[config.mk]
export PLATFORM = sky130hd
export DESIGN_NAME = ble_midi_packet_message_parser
export DESIGN_NICKNAME = d
export VERILOG_FILES = /design/src/bmp_pkg.sv /design/src/bmp_ctrl.sv /design/src/bmp_datapath.sv /design/src/ble_midi_packet_message_parser.sv
export VERILOG_INCLUDE_DIRS = /design/src /design/src/src
export SDC_FILE = /design/constraint.sdc
export NUM_CORES = 1
export LEC_CHECK = 0
export BUFFER_PORTS_ARGS = -buffer_cell sky130_fd_sc_hd__buf_2
export CAP_MARGIN = 20
export CORE_UTILIZATION = 55
export DETAILED_ROUTE_END_ITERATION = 12
export PLACE_DENSITY = 0.76
export SLEW_MARGIN = 20
export SYNTH_ARGS = -nofsm -noshare
export SYNTH_HDL_FRONTEND = slang
export SYNTH_SLANG_ARGS = --single-unit
[constraint.sdc]
create_clock -name clk -period 4.4 [get_ports clk]
set_clock_uncertainty 0.2 [all_clocks]
set_input_delay 0.88 -clock clk [delete_from_list [all_inputs] [get_ports clk]]
set_output_delay 0.88 -clock clk [all_outputs]
set_load 0.03 [all_outputs]
[src/assert_macros.svh]
// assertion macros shared by the parser modules
// expects clk and rst_n in the scope where a macro is used
`ifndef ASSERT_MACROS_SVH
`define ASSERT_MACROS_SVH

// plain property check, off during reset
`define BMP_ASSERT(lbl, prop, msg) \
    lbl: assert property (@(posedge clk) disable iff (!rst_n) (prop)) else $error(msg);

// implication check, off during reset
`define BMP_ASSERT_IMP(lbl, ante, cons, msg) \
    lbl: assert property (@(posedge clk) disable iff (!rst_n) (ante) |-> (cons)) else $error(msg);

`endif

[src/bmp_pkg.sv]
// types, constants and helpers for the ble-midi packet parser
// no dependencies
`timescale 1ns / 1ps

package bmp_pkg;

    localparam int MSG_DEPTH  = 64;
    localparam int PACKET_MAX = 512;

    localparam int IDX_W  = $clog2(MSG_DEPTH);
    localparam int FILL_W = $clog2(MSG_DEPTH + 1);
    localparam int PLEN_W = 10;
    localparam int TS_W   = 13;
    localparam int CFG_W  = 5;

    localparam logic [CFG_W-1:0] MIN_LEN_RESET = CFG_W'(3);

    localparam logic [7:0] SYSEX_START = 8'hF0;
    localparam logic [7:0] SYSEX_END   = 8'hF7;
    localparam logic [7:0] REALTIME_LO = 8'hF8;

    typedef enum logic [1:0] {
        ERR_NONE       = 2'd0,
        ERR_NO_STATUS  = 2'd1,
        ERR_BAD_HEADER = 2'd2,
        ERR_SHORT      = 2'd3
    } err_code_t;

    typedef enum logic [1:0] {
        ST_IDLE,
        ST_READ,
        ST_LOAD
    } ctrl_state_t;

    typedef struct packed {
        logic              cmd;
        logic [7:0]        rx_byte;
        logic              first_in_packet;
        logic [PLEN_W-1:0] packet_length;
    } in_item_t;

    typedef struct packed {
        logic [7:0]      msg_byte;
        logic [TS_W-1:0] msg_timestamp;
        logic            last_of_message;
        logic [1:0]      err_code;
    } out_item_t;

    // controller to datapath
    typedef struct packed {
        logic accept;
        logic rd_en;
        logic load_run;
        logic idx_inc;
    } ctrl_cmd_t;

    // datapath to controller
    typedef struct packed {
        logic run_start;
        logic out_free;
        logic emit_last;
    } dp_status_t;

    // number of data bytes that follow a status byte
    function automatic logic [1:0] data_len_of(input logic [7:0] s);
        logic [1:0] n;
        n = 2'd0;
        if (!s[7])
            n = 2'd0;
        else if (s[7:4] == 4'hC || s[7:4] == 4'hD)
            n = 2'd1;
        else if (s[7:4] != 4'hF)
            n = 2'd2;
        else if (s == 8'hF1 || s == 8'hF3)
            n = 2'd1;
        else if (s == 8'hF2)
            n = 2'd2;
        return n;
    endfunction

endpackage

[src/bmp_ctrl.sv]
// controller for the ble-midi parser: item acceptance and message run sequencing
// depends on bmp_pkg and assert_macros.svh
`timescale 1ns / 1ps
`include "assert_macros.svh"

module bmp_ctrl (
    input  logic                clk,
    input  logic                rst_n,
    input  logic                in_valid,
    output logic                in_stall,
    input  bmp_pkg::dp_status_t status,
    output bmp_pkg::ctrl_cmd_t  cmd
);
    import bmp_pkg::*;

    ctrl_state_t state_reg, state_next;

    always_ff @(posedge clk or negedge rst_n)
    begin
        if (!rst_n)
            state_reg <= ST_IDLE;
        else
            state_reg <= state_next;
    end

    always_comb
    begin
        state_next = state_reg;
        case (state_reg)
            ST_IDLE:
            begin
                if (in_valid && status.out_free && status.run_start)
                    state_next = ST_READ;
            end
            ST_READ:
                state_next = ST_LOAD;
            ST_LOAD:
            begin
                if (status.out_free)
                    state_next = status.emit_last ? ST_IDLE : ST_READ;
            end
            default:
                state_next = ST_IDLE;
        endcase
    end

    always_comb
    begin
        in_stall = 1'b1;
        cmd      = '0;
        case (state_reg)
            ST_IDLE:
            begin
                in_stall   = !status.out_free;
                cmd.accept = in_valid && status.out_free;
            end
            ST_READ:
                cmd.rd_en = 1'b1;
            ST_LOAD:
            begin
                cmd.load_run = status.out_free;
                cmd.idx_inc  = status.out_free && !status.emit_last;
            end
            default:
                in_stall = 1'b1;
        endcase
    end

    `BMP_ASSERT_IMP(a_read_then_load, state_reg == ST_READ, ##1 state_reg == ST_LOAD,
        "read not followed by load")
    `BMP_ASSERT_IMP(a_stall_in_run, state_reg != ST_IDLE, in_stall,
        "request taken during message run")
    `BMP_ASSERT_IMP(a_accept_in_idle, cmd.accept, state_reg == ST_IDLE,
        "request accepted outside idle")

endmodule

[src/bmp_datapath.sv]
// datapath for the ble-midi parser: packet and midi state, message store, output register
// depends on bmp_pkg and assert_macros.svh
`timescale 1ns / 1ps
`include "assert_macros.svh"

module bmp_datapath (
    input  logic                      clk,
    input  logic                      rst_n,
    input  bmp_pkg::in_item_t         in_data,
    input  logic                      out_stall,
    output logic                      out_valid,
    output bmp_pkg::out_item_t        out_data,
    input  logic                      cfg_we,
    input  logic [bmp_pkg::CFG_W-1:0] cfg_data,
    input  bmp_pkg::ctrl_cmd_t        cmd,
    output bmp_pkg::dp_status_t       status
);
    import bmp_pkg::*;

    logic [7:0] store_mem [MSG_DEPTH];

    logic [CFG_W-1:0]  min_len_reg;
    logic [7:0]        rs_reg, rs_next;
    logic [1:0]        exp_reg, exp_next;
    logic [1:0]        rcv_reg, rcv_next;
    logic [FILL_W-1:0] fill_reg, fill_next;
    logic              sysex_reg, sysex_next;
    logic [TS_W-1:0]   ts_reg, ts_next;
    logic              after_ts_reg, after_ts_next;
    logic              dropped_reg, dropped_next;
    logic [7:0]        head_reg, head_next;
    logic [FILL_W-1:0] emit_len_reg, emit_len_next;
    logic [IDX_W-1:0]  emit_idx_reg;
    logic [7:0]        rdata_reg;
    logic              out_valid_reg, out_valid_next;
    out_item_t         out_reg, out_next;

    logic              single;
    logic [7:0]        single_byte;
    err_code_t         single_err;
    logic              run;
    logic              wr_en;
    logic [IDX_W-1:0]  wr_addr;
    logic [7:0]        wr_data;
    logic              load_single;

    // decode one request against the current state
    always_comb
    begin
        logic [7:0]        b;
        logic [FILL_W-1:0] f;
        logic [1:0]        e;
        logic [1:0]        r;
        b = in_data.rx_byte;
        f = fill_reg;
        e = exp_reg;
        r = rcv_reg;

        rs_next       = rs_reg;
        exp_next      = exp_reg;
        rcv_next      = rcv_reg;
        fill_next     = fill_reg;
        sysex_next    = sysex_reg;
        ts_next       = ts_reg;
        after_ts_next = after_ts_reg;
        dropped_next  = dropped_reg;
        head_next     = head_reg;
        emit_len_next = emit_len_reg;
        single        = 1'b0;
        single_byte   = 8'd0;
        single_err    = ERR_NONE;
        run           = 1'b0;
        wr_en         = 1'b0;
        wr_addr       = fill_reg[IDX_W-1:0];
        wr_data       = b;

        if (in_data.cmd)
        begin
            rs_next       = 8'd0;
            exp_next      = 2'd0;
            rcv_next      = 2'd0;
            fill_next     = '0;
            sysex_next    = 1'b0;
            after_ts_next = 1'b0;
            dropped_next  = 1'b0;
        end
        else if (in_data.first_in_packet)
        begin
            if (in_data.packet_length < PLEN_W'(min_len_reg)
                || in_data.packet_length > PLEN_W'(PACKET_MAX))
            begin
                dropped_next = 1'b1;
                single       = 1'b1;
                single_err   = ERR_SHORT;
            end
            else if (!b[7])
            begin
                dropped_next = 1'b1;
                single       = 1'b1;
                single_err   = ERR_BAD_HEADER;
            end
            else
            begin
                dropped_next  = 1'b0;
                after_ts_next = 1'b0;
                ts_next       = {b[5:0], 7'd0};
            end
        end
        else if (dropped_reg)
        begin
            single = 1'b0;
        end
        else if (b[7] && !after_ts_reg)
        begin
            ts_next       = {ts_reg[TS_W-1:7], b[6:0]};
            after_ts_next = 1'b1;
        end
        else
        begin
            after_ts_next = 1'b0;
            if (b[7])
            begin
                if (b >= REALTIME_LO)
                begin
                    single      = 1'b1;
                    single_byte = b;
                end
                else if (b == SYSEX_END)
                begin
                    if (sysex_reg)
                    begin
                        wr_en = 1'b1;
                        if (fill_reg < FILL_W'(MSG_DEPTH))
                        begin
                            emit_len_next = fill_reg + FILL_W'(1);
                        end
                        else
                        begin
                            wr_addr       = IDX_W'(MSG_DEPTH - 1);
                            emit_len_next = FILL_W'(MSG_DEPTH);
                        end
                        run        = 1'b1;
                        sysex_next = 1'b0;
                        fill_next  = '0;
                    end
                end
                else
                begin
                    sysex_next = 1'b0;
                    exp_next   = 2'd0;
                    rcv_next   = 2'd0;
                    head_next  = b;
                    fill_next  = FILL_W'(1);
                    if (b == SYSEX_START)
                    begin
                        rs_next    = 8'd0;
                        sysex_next = 1'b1;
                    end
                    else
                    begin
                        rs_next  = (b >= SYSEX_START) ? 8'd0 : b;
                        exp_next = data_len_of(b);
                        if (data_len_of(b) == 2'd0)
                        begin
                            fill_next   = '0;
                            single      = 1'b1;
                            single_byte = b;
                        end
                    end
                end
            end
            else if (sysex_reg)
            begin
                if (fill_reg < FILL_W'(MSG_DEPTH))
                begin
                    wr_en     = 1'b1;
                    fill_next = fill_reg + FILL_W'(1);
                end
            end
            else if (exp_reg == 2'd0 && rs_reg == 8'd0)
            begin
                single     = 1'b1;
                single_err = ERR_NO_STATUS;
            end
            else
            begin
                // running status reuses the stored channel status as head
                if (exp_reg == 2'd0)
                begin
                    e         = data_len_of(rs_reg);
                    r         = 2'd0;
                    head_next = rs_reg;
                    f         = FILL_W'(1);
                end
                wr_addr = f[IDX_W-1:0];
                if (f < FILL_W'(MSG_DEPTH))
                begin
                    wr_en = 1'b1;
                    f     = f + FILL_W'(1);
                end
                r = r + 2'd1;
                if (r >= e)
                begin
                    run           = 1'b1;
                    emit_len_next = f;
                    exp_next      = 2'd0;
                    rcv_next      = 2'd0;
                    fill_next     = '0;
                end
                else
                begin
                    exp_next  = e;
                    rcv_next  = r;
                    fill_next = f;
                end
            end
        end
    end

    assign load_single = cmd.accept && single;

    always_comb
    begin
        out_next       = out_reg;
        out_valid_next = out_valid_reg && out_stall;
        if (load_single)
        begin
            out_next.msg_byte        = single_byte;
            out_next.msg_timestamp   = ts_reg;
            out_next.last_of_message = 1'b1;
            out_next.err_code        = single_err;
            out_valid_next           = 1'b1;
        end
        else if (cmd.load_run)
        begin
            out_next.msg_byte        = (emit_idx_reg == '0) ? head_reg : rdata_reg;
            out_next.msg_timestamp   = ts_reg;
            out_next.last_of_message = status.emit_last;
            out_next.err_code        = ERR_NONE;
            out_valid_next           = 1'b1;
        end
    end

    always_ff @(posedge clk or negedge rst_n)
    begin
        if (!rst_n)
        begin
            min_len_reg   <= MIN_LEN_RESET;
            rs_reg        <= 8'd0;
            exp_reg       <= 2'd0;
            rcv_reg       <= 2'd0;
            fill_reg      <= '0;
            sysex_reg     <= 1'b0;
            ts_reg        <= '0;
            after_ts_reg  <= 1'b0;
            dropped_reg   <= 1'b0;
            emit_len_reg  <= '0;
            emit_idx_reg  <= '0;
            out_valid_reg <= 1'b0;
        end
        else
        begin
            if (cfg_we)
                min_len_reg <= cfg_data;
            if (cmd.accept)
            begin
                rs_reg       <= rs_next;
                exp_reg      <= exp_next;
                rcv_reg      <= rcv_next;
                fill_reg     <= fill_next;
                sysex_reg    <= sysex_next;
                ts_reg       <= ts_next;
                after_ts_reg <= after_ts_next;
                dropped_reg  <= dropped_next;
                if (run)
                begin
                    emit_len_reg <= emit_len_next;
                    emit_idx_reg <= '0;
                end
            end
            else if (cmd.idx_inc)
            begin
                emit_idx_reg <= emit_idx_reg + IDX_W'(1);
            end
            out_valid_reg <= out_valid_next;
        end
    end

    always_ff @(posedge clk)
    begin
        if (cmd.accept)
            head_reg <= head_next;
        out_reg <= out_next;
    end

    // message store, entry zero lives in head_reg
    always_ff @(posedge clk)
    begin
        if (cmd.accept && wr_en)
            store_mem[wr_addr] <= wr_data;
        if (cmd.rd_en)
            rdata_reg <= store_mem[emit_idx_reg];
    end

    assign status.run_start = run;
    assign status.out_free  = !out_valid_reg || !out_stall;
    assign status.emit_last = ({1'b0, emit_idx_reg} + FILL_W'(1)) == emit_len_reg;

    assign out_valid = out_valid_reg;
    assign out_data  = out_reg;

    `BMP_ASSERT_IMP(a_no_overwrite, load_single || cmd.load_run,
        !out_valid_reg || !out_stall, "output register overwritten while stalled")
    `BMP_ASSERT_IMP(a_idx_in_run, cmd.rd_en, {1'b0, emit_idx_reg} < emit_len_reg,
        "store read past message length")
    `BMP_ASSERT(a_fill_bound, fill_reg <= FILL_W'(MSG_DEPTH),
        "message fill beyond store depth")

endmodule

[src/ble_midi_packet_message_parser.sv]
// one request per cycle at most, none while the output stalls or a message is read out;
// a request with no result or a single result is done when taken, and that result appears
// in the output register on the next cycle; a completed message is read from the store
// byte by byte: registered read (ST_READ), then output load (ST_LOAD), which waits
// on out_stall; async active-low reset clears the parser state, counters and out_valid;
// the message store, head_reg and out_data are not cleared; the store needs no clearing
`timescale 1ns / 1ps

module ble_midi_packet_message_parser (
    input  logic                      clk,
    input  logic                      rst_n,
    input  logic                      in_valid,
    output logic                      in_stall,
    input  bmp_pkg::in_item_t         in_data,
    output logic                      out_valid,
    input  logic                      out_stall,
    output bmp_pkg::out_item_t        out_data,
    input  logic                      cfg_valid,
    output logic                      cfg_ready,
    input  logic [bmp_pkg::CFG_W-1:0] cfg_data
);
    import bmp_pkg::*;

    ctrl_cmd_t  cmd;
    dp_status_t status;

    assign cfg_ready = 1'b1;

    bmp_ctrl u_ctrl (
        .clk      (clk),
        .rst_n    (rst_n),
        .in_valid (in_valid),
        .in_stall (in_stall),
        .status   (status),
        .cmd      (cmd)
    );

    bmp_datapath u_datapath (
        .clk       (clk),
        .rst_n     (rst_n),
        .in_data   (in_data),
        .out_stall (out_stall),
        .out_valid (out_valid),
        .out_data  (out_data),
        .cfg_we    (cfg_valid && cfg_ready),
        .cfg_data  (cfg_data),
        .cmd       (cmd),
        .status    (status)
    );

endmodule
==> results of run 1 <==
[power by group]
part,switching (uW),internal (uW)
registers,414,6600
logic,2130,1910
clock network,2170,2610
total,4720,11100
[layout make-up]
type,count,area (um^2)
Clock buffer,67,1516
Sequential cell,608,17980
Fill cell,2980,16500
Timing Repair Buffer,125,840.8
Multi-Input combinational cell,644,6660
Clock inverter,39,301.5
Tap cell,592,740.7
Inverter,18,67.56
[final timing paths]
check	end	cells after the start
min in group clk	u_datapath.min_len_reg[3]	3
max reg2reg	u_datapath.store_mem[6][0]	6
min	u_datapath.emit_idx_reg[5]	1
max in group asynchronous	u_datapath.min_len_reg[1]	2
max	u_datapath.store_mem[6][0]	6
min reg2reg	u_datapath.out_data[2]	1
[cells in the final DEF (no fill, tap or decap), types with 20 or more instances in the layout]
cell type	count
and2_1	20
buf_2	54
buf_4	68
clkbuf_16	59
dfrtp_1	50
edfxtp_1	551
mux4_2	160
nand2_1	61
nand3_1	24
nor2_1	100
o21ai_0	29
[kinds of logic after synthesis]
| kind of cell | after synthesis | synth area share, % |
|---|---|---|
| adder cells (fa/ha/maj) | 11 | 0.5488 |
| AND/OR/NAND/NOR | 284 | 5.668 |
| buffers and inverters | 92 | 1.781 |
| flip-flops | 608 | 71.66 |
| XOR/XNOR | 14 | 0.4890 |
| other | 1 | 0.01495 |
| multiplexers | 187 | 15.52 |
| AO/OA/AOI/OAI | 147 | 4.316 |
[layer usage]
layer  vias up  routed length (um)
met5         -                  11
met4         2                1582
met3       101                5799
met2       861               28210
met1      6949               22780
li1       5686                   -
[worst max-delay path, cell delays in order (launching register included)]
cell and delay, ns:
dfrtp_1 0.43, or2_2 0.43, nor4_1 0.46, a31o_2 0.30, nor4b_4 0.58, nand4_1 0.35
nor2_1 0.66
[per-stage QoR]
stage | hold WS, ns | instance area, um^2
after floorplan | 0.2489 | 25080
after global placement | 0.2489 | 26290
after detailed placement | 0.2550 | 26290
after CTS | 0.08663 | 28110
after global routing | 0.1157 | 28110
final | 0.08299 | 28110
==> results.md, run 1 <==
- Async set-or-reset flop fraction in the synthesized netlist: 9.211%
- Largest net degree at the start of global routing: 73
- Hold Crit Class: in2async
- Boundary pin count: 57
- Placed cells: 1987
- Drc violations: 0
- GR Util met3: 5.102%
- Sequential-to-total area share from yosys stat: 71.66%
- Die area: 46450 um^2
- Crit start category: register
- Worst setup path class: reg2reg
- Max Slew Vio Count: 0
- GR Util met1: 36.07%
- Grt total ovfl: 0
- Crit. End Element: register
- Most Used Layer, Global Route: met2
- Syn avg cell area: 18.66 um^2
- Status: finished, final reports clean
- # Max-Cap Violations: 0
- P per Cell Area: 563.4 nW/um^2
- Detailed Route Iter0 Violations: 1722
- Post-synth top area cell: edfxtp_1
- Largest register FFs: 512
- Final ANT Viol Nets: 0
- Synth Register Bits: roughly 600
- Clock slew at reported path FFs: 0.06 ns
- Setup bufs post-CTS: 0
- Die Width: 215.5 um
- H-tree depth: 2
- Total Nets Final: ~1500
- Post-Route WL: 58.38 mm
- CTS Root Cell: clkbuf_16
- Hold Fails Final Rpt: 0
- TNS Setup: 0 ns
- Vias per cell: 6.497
- Synth top area share: between 60% and 70%
- # diodes: 0
- Core Region: 44610 um^2
- Syn Inst Count: 1344
- Total GRT Usage: between 20% and 30%
- GPL Wtd Cong: between 0.9 and 1
- Synth area leaders: edfxtp_1 (66%), mux4_2 (14%), dfrtp_1 (5.4%), nor2_1 (1.5%), nand2_1 (0.91%)
- Post-route clock period utilization: 85.86%
- Synthesis Warnings: 0
- Maximum vdd drop: 0.0004092 V
- CP Data Required Time: 4.46 ns
- Vias in the first global route: 13470
- TritonCTS clock tree: built
- Setup-failing EPs final: 0
- Drt pass-1 iters: 5
- Highest Clock Rate: 0.2647 GHz
- Worst slew margin: 28.73%
- Number of synthesized flops with an enable pin: 551
- Clk buf depth: 3
- Share of cells above drive strength 1: between 20% and 30%
- Synth Flop Type: edfxtp_1
- Insertion delay to the later sink of the worst-skew pair: 0.63 ns
- Row count: 77
- # hold bufs at CTS: 0
- Most frequent cell after synthesis: edfxtp_1
- Hpwl dp: 36.54 mm
- Area Growth Syn to Fin: 12.08%
- # resized after CTS: 0
- Clk sinks: roughly 610
- Grt met2 use: 41.12%
- Vias: 13600
- CTS buffer count: 57
- Yosys cell types: between 80 and 90
- Fin cells: between 2000 and 2500
- RR Startpoint: u_datapath.exp_reg[1]
- Slew of the pin with the lowest slew margin: 1.069 ns
- DR WL/cell: 27.89 um
- Die span in y: 215.5 um
- Initial antenna violation count: 1
- Final worst slack: 0.6221 ns
- Dpl ws: ~0.2 ns
- Syn Std Cell Area: approximately 25000 um^2
- Crit path from: u_datapath.exp_reg[1]
- Final period demand of the worst path: 3.778 ns
- Commonest cells post-synth: edfxtp_1 (551), mux4_2 (160), nor2_1 (100)
- Total design power: 15840 uW
- Synthesized net count: 1385
- First-pass GRT wire length: approximately 87 mm
- Port Buffers: 55
- RSZ-0062 raised after global routing: no
- Final core occ: between 60% and 70%
- Worst-path fanout max: 11
- Data arrival, critical path: 3.84 ns
- Pleak: roughly 0.0092 uW
- Initial core utilization: 56.22%
- Reg2reg setup slack: 0.62 ns
Note: power is estimated with default switching activity, not from simulation.
==> inputs of run 2 (changes only) <==
- PLACE_DENSITY: 0.76 -> 0.79
- clock period: 4.4 -> 3.1 ns (I/O delays scaled with it)
==> run 2 against run 1 <==
Count of clock-buffer cells in the layout rose by 15; via count increased by 4.6%; sequential share of layout area down 2.6 points; highest routed layer unchanged; global-route usage is 1.4 points higher; non-clock buffer count rose by 113; wire length up 4.9%; first-iteration DRC count rose by 29%; final area is 4.2% higher; critical path depth up 4; clock power increased by 54%; hold slack lost 0.044 ns; critical endpoint is now u_datapath.store_mem[8][5]; largest cell class unchanged; core utilization rose by 2.6 points.
==> results.md, run 2 (synthesis results as in run 1) <==
- Hold Startpoint: cfg_data[3]
- Grt total ovfl: 0
- Post-Route WL: 61.24 mm
- Boundary pin count: 57
- Clk buf depth: 3
- Largest net degree at the start of global routing: 74
- Vias in the first global route: approximately 14000
- Insertion delay to the later sink of the worst-skew pair: 0.60 ns
- Total GRT Usage: between 20% and 30%
- Vias per cell: roughly 6.4
- Vias: 14220
- Post-route clock period utilization: a little under 100%
- Setup-failing EPs final: 0
- Commonest non-fill, non-tap cells in the layout: edfxtp_1 (551), buf_4 (169), mux4_2 (160)
- Crit path from: u_datapath.rs_reg[2]
- Most common cell after layout, fill and taps aside: edfxtp_1
- RSZ-0062 raised after global routing: yes
- Drt pass-1 iters: 7
- Highest Clock Rate: 0.3255 GHz
- Worst hold slack: 0.03901 ns
- DR WL/cell: 27.76 um
- First-pass GRT wire length: 92.14 mm
- Crit-path slowest cell: dfrtp_1
- Reg2reg setup slack: 0.03 ns
- Row count: between 70 and 80
- Hold Fails Final Rpt: 0
- Power share of the combinational group: 28.5%
- Initial antenna violation count: 4
- Final ANT Viol Nets: 0
- RR Startpoint: u_datapath.rs_reg[2]
- Worst slew margin: a little over two fifths
- Data arrival, critical path: about 3.2 ns
- Initial core utilization: a little under three fifths
- Internal: 17050 uW
- Clk sinks: 608
- Hold Crit Class: in2reg
- Final period demand of the worst path: 3.072 ns
- Detailed Route Iter0 Violations: approximately 2200
- Clock slew at reported path FFs: 0.06 ns
- Max Slew Vio Count: 0
- Reg2reg path depth: 10
- Total Nets Final: about 1600
- CP Data Required Time: 3.21 ns
- Die area: approximately 46000 um^2
- Switching Share: 28.51%
- Hpwl dp: approximately 39 mm
- Die span in y: ~220 um
- CTS Root Cell: clkbuf_16
- Sw Pwr: 6797 uW
- Most used cell, CP: buf_4
- # diodes: 0
- Worst hold stages: 3
- Slew of the pin with the lowest slew margin: 0.8572 ns
- Worst setup path class: reg2reg
- Maximum vdd drop: 0.0005126 V
- Die Width: 215.5 um
- Crit start category: register
- GPL Wtd Cong: around 0.99
- Crit. End Element: register
- Area of the multi-input gates: between 6000 and 7000 um^2
- Sequential cell area: ~18000 um^2
- Largest stage delay, worst path: 0.46 ns
- Final core occ: 65.63%
- Clock share of power: a little under a third
- Critical-path cell list: nor4_4 > nand2_1 > a31o_2 > buf_4 > a211oi_4 > buf_4 > nand3_1 > buf_4 > nor2_1 > buf_4
- Port Buffers: 55
- Largest register FFs: 512
- Status: finished, final reports clean
- # Max-Cap Violations: 0
- Critical R2R Capture: u_datapath.store_mem[8][5]
- Drc violations: 0
- Hold endpoint: u_datapath.min_len_reg[3]
- P per Cell Area: slightly above 800 nW/um^2
- Area Growth Syn to Fin: 16.75%
- Share of cells above drive strength 1: 33.15%
- Core Region: 44610 um^2
- Sequential power share: 40.6%
- Worst-path fanout max: 8
- CTS buffer count: 57
- Pleak: 0.009919 uW
- TritonCTS clock tree: built
- H-tree depth: 2
- Fillers: between 2000 and 3000
## run 2: changes by cell type in the layout (fill, tap and decap cells not counted), moves of 3 or more
cell	delta
buf_12	+10
buf_4	+101
bufinv_16	+8
clkbuf_1	+11
clkbuf_8	+5
clkinv_1	-4
clkinv_2	-8
clkinvlp_4	-3
inv_6	-5
nor2_1	-3
nor2_2	+3
## run 2: worst max-delay path by stage
stage | endpoint | slack (ns) | depth (start not counted)
2_1_floorplan | u_datapath.store_mem[6][0] | 0.02 | 7
3_3_place_gp | u_datapath.store_mem[44][3] | -0.18 | 10
3_5_place_dp | u_datapath.store_mem[44][2] | -0.26 | 7
4_1_cts | u_datapath.store_mem[10][1] | 0.02 | 10
5_1_grt | u_datapath.store_mem[37][6] | -0.11 | 6
6_report | u_datapath.store_mem[8][5] | 0.03 | 10
## run 2: timing repair
action / CTS / global route
cloned: 0 / 0
hold buffers: 1 / 0
pin swaps: 0 / 2
endpoints found under the setup margin: 25 / 103
setup buffers: 6 / 2
hold endpoints to repair: 19 / 0
resized for setup: 3 / 5
## run 2: through the flow
stage                     cell area [um^2]  cells  setup TNS, ns  worst slack (ns)  power [uW]
after detailed placement             27170   2090         -35.42           -0.2596       16420
after CTS                            29240   2203              0           0.01817       23860
after global placement               27170   2090         -16.00           -0.1800       16280
final                                29280   2206              0           0.02780       23840
after floorplan                      25080   1344              0           0.02337       14110
after global routing                 29280   2206         -2.999           -0.1094       24580
## run 2: area by class of cell
| class | instances | area share, % |
|---|---|---|
| Sequential cell | 608 | 61.41 |
| Multi-Input combinational cell | 644 | 22.87 |
| Timing Repair Buffer | 238 | 6.197 |
| Clock buffer | 82 | 5.470 |
| Tap cell | 592 | 2.530 |
| Clock inverter | 24 | 1.291 |
| Inverter | 18 | 0.2308 |
## run 2: per-layer routing
metal,track usage [%],vias to the layer above,part of all wire [%]
met5,0,-,0.056
met4,8.629,6,3.1
met3,4.961,128,9.1
met2,43.68,873,49
met1,37.91,7309,39
li1,-,5904,-
## run 2: power by group through the flow
stage               Sequential (uW)  Combinational, uW  Clock [uW]
global placement               9860               6420           0
detailed placement             9870               6540           0
floorplan                      9850               4260           0
finish                         9680               6800        7360
global route                   9710               7160        7710
CTS                            9660               6770        7430
## run 2: critical path: cells and delay by family, from the launching register on
family,cells,cell delay (ns)
AND/OR/NAND/NOR,4,0.82
buffers and inverters,4,0.76
AO/OA/AOI/OAI,2,0.54
flip-flops,1,0.46
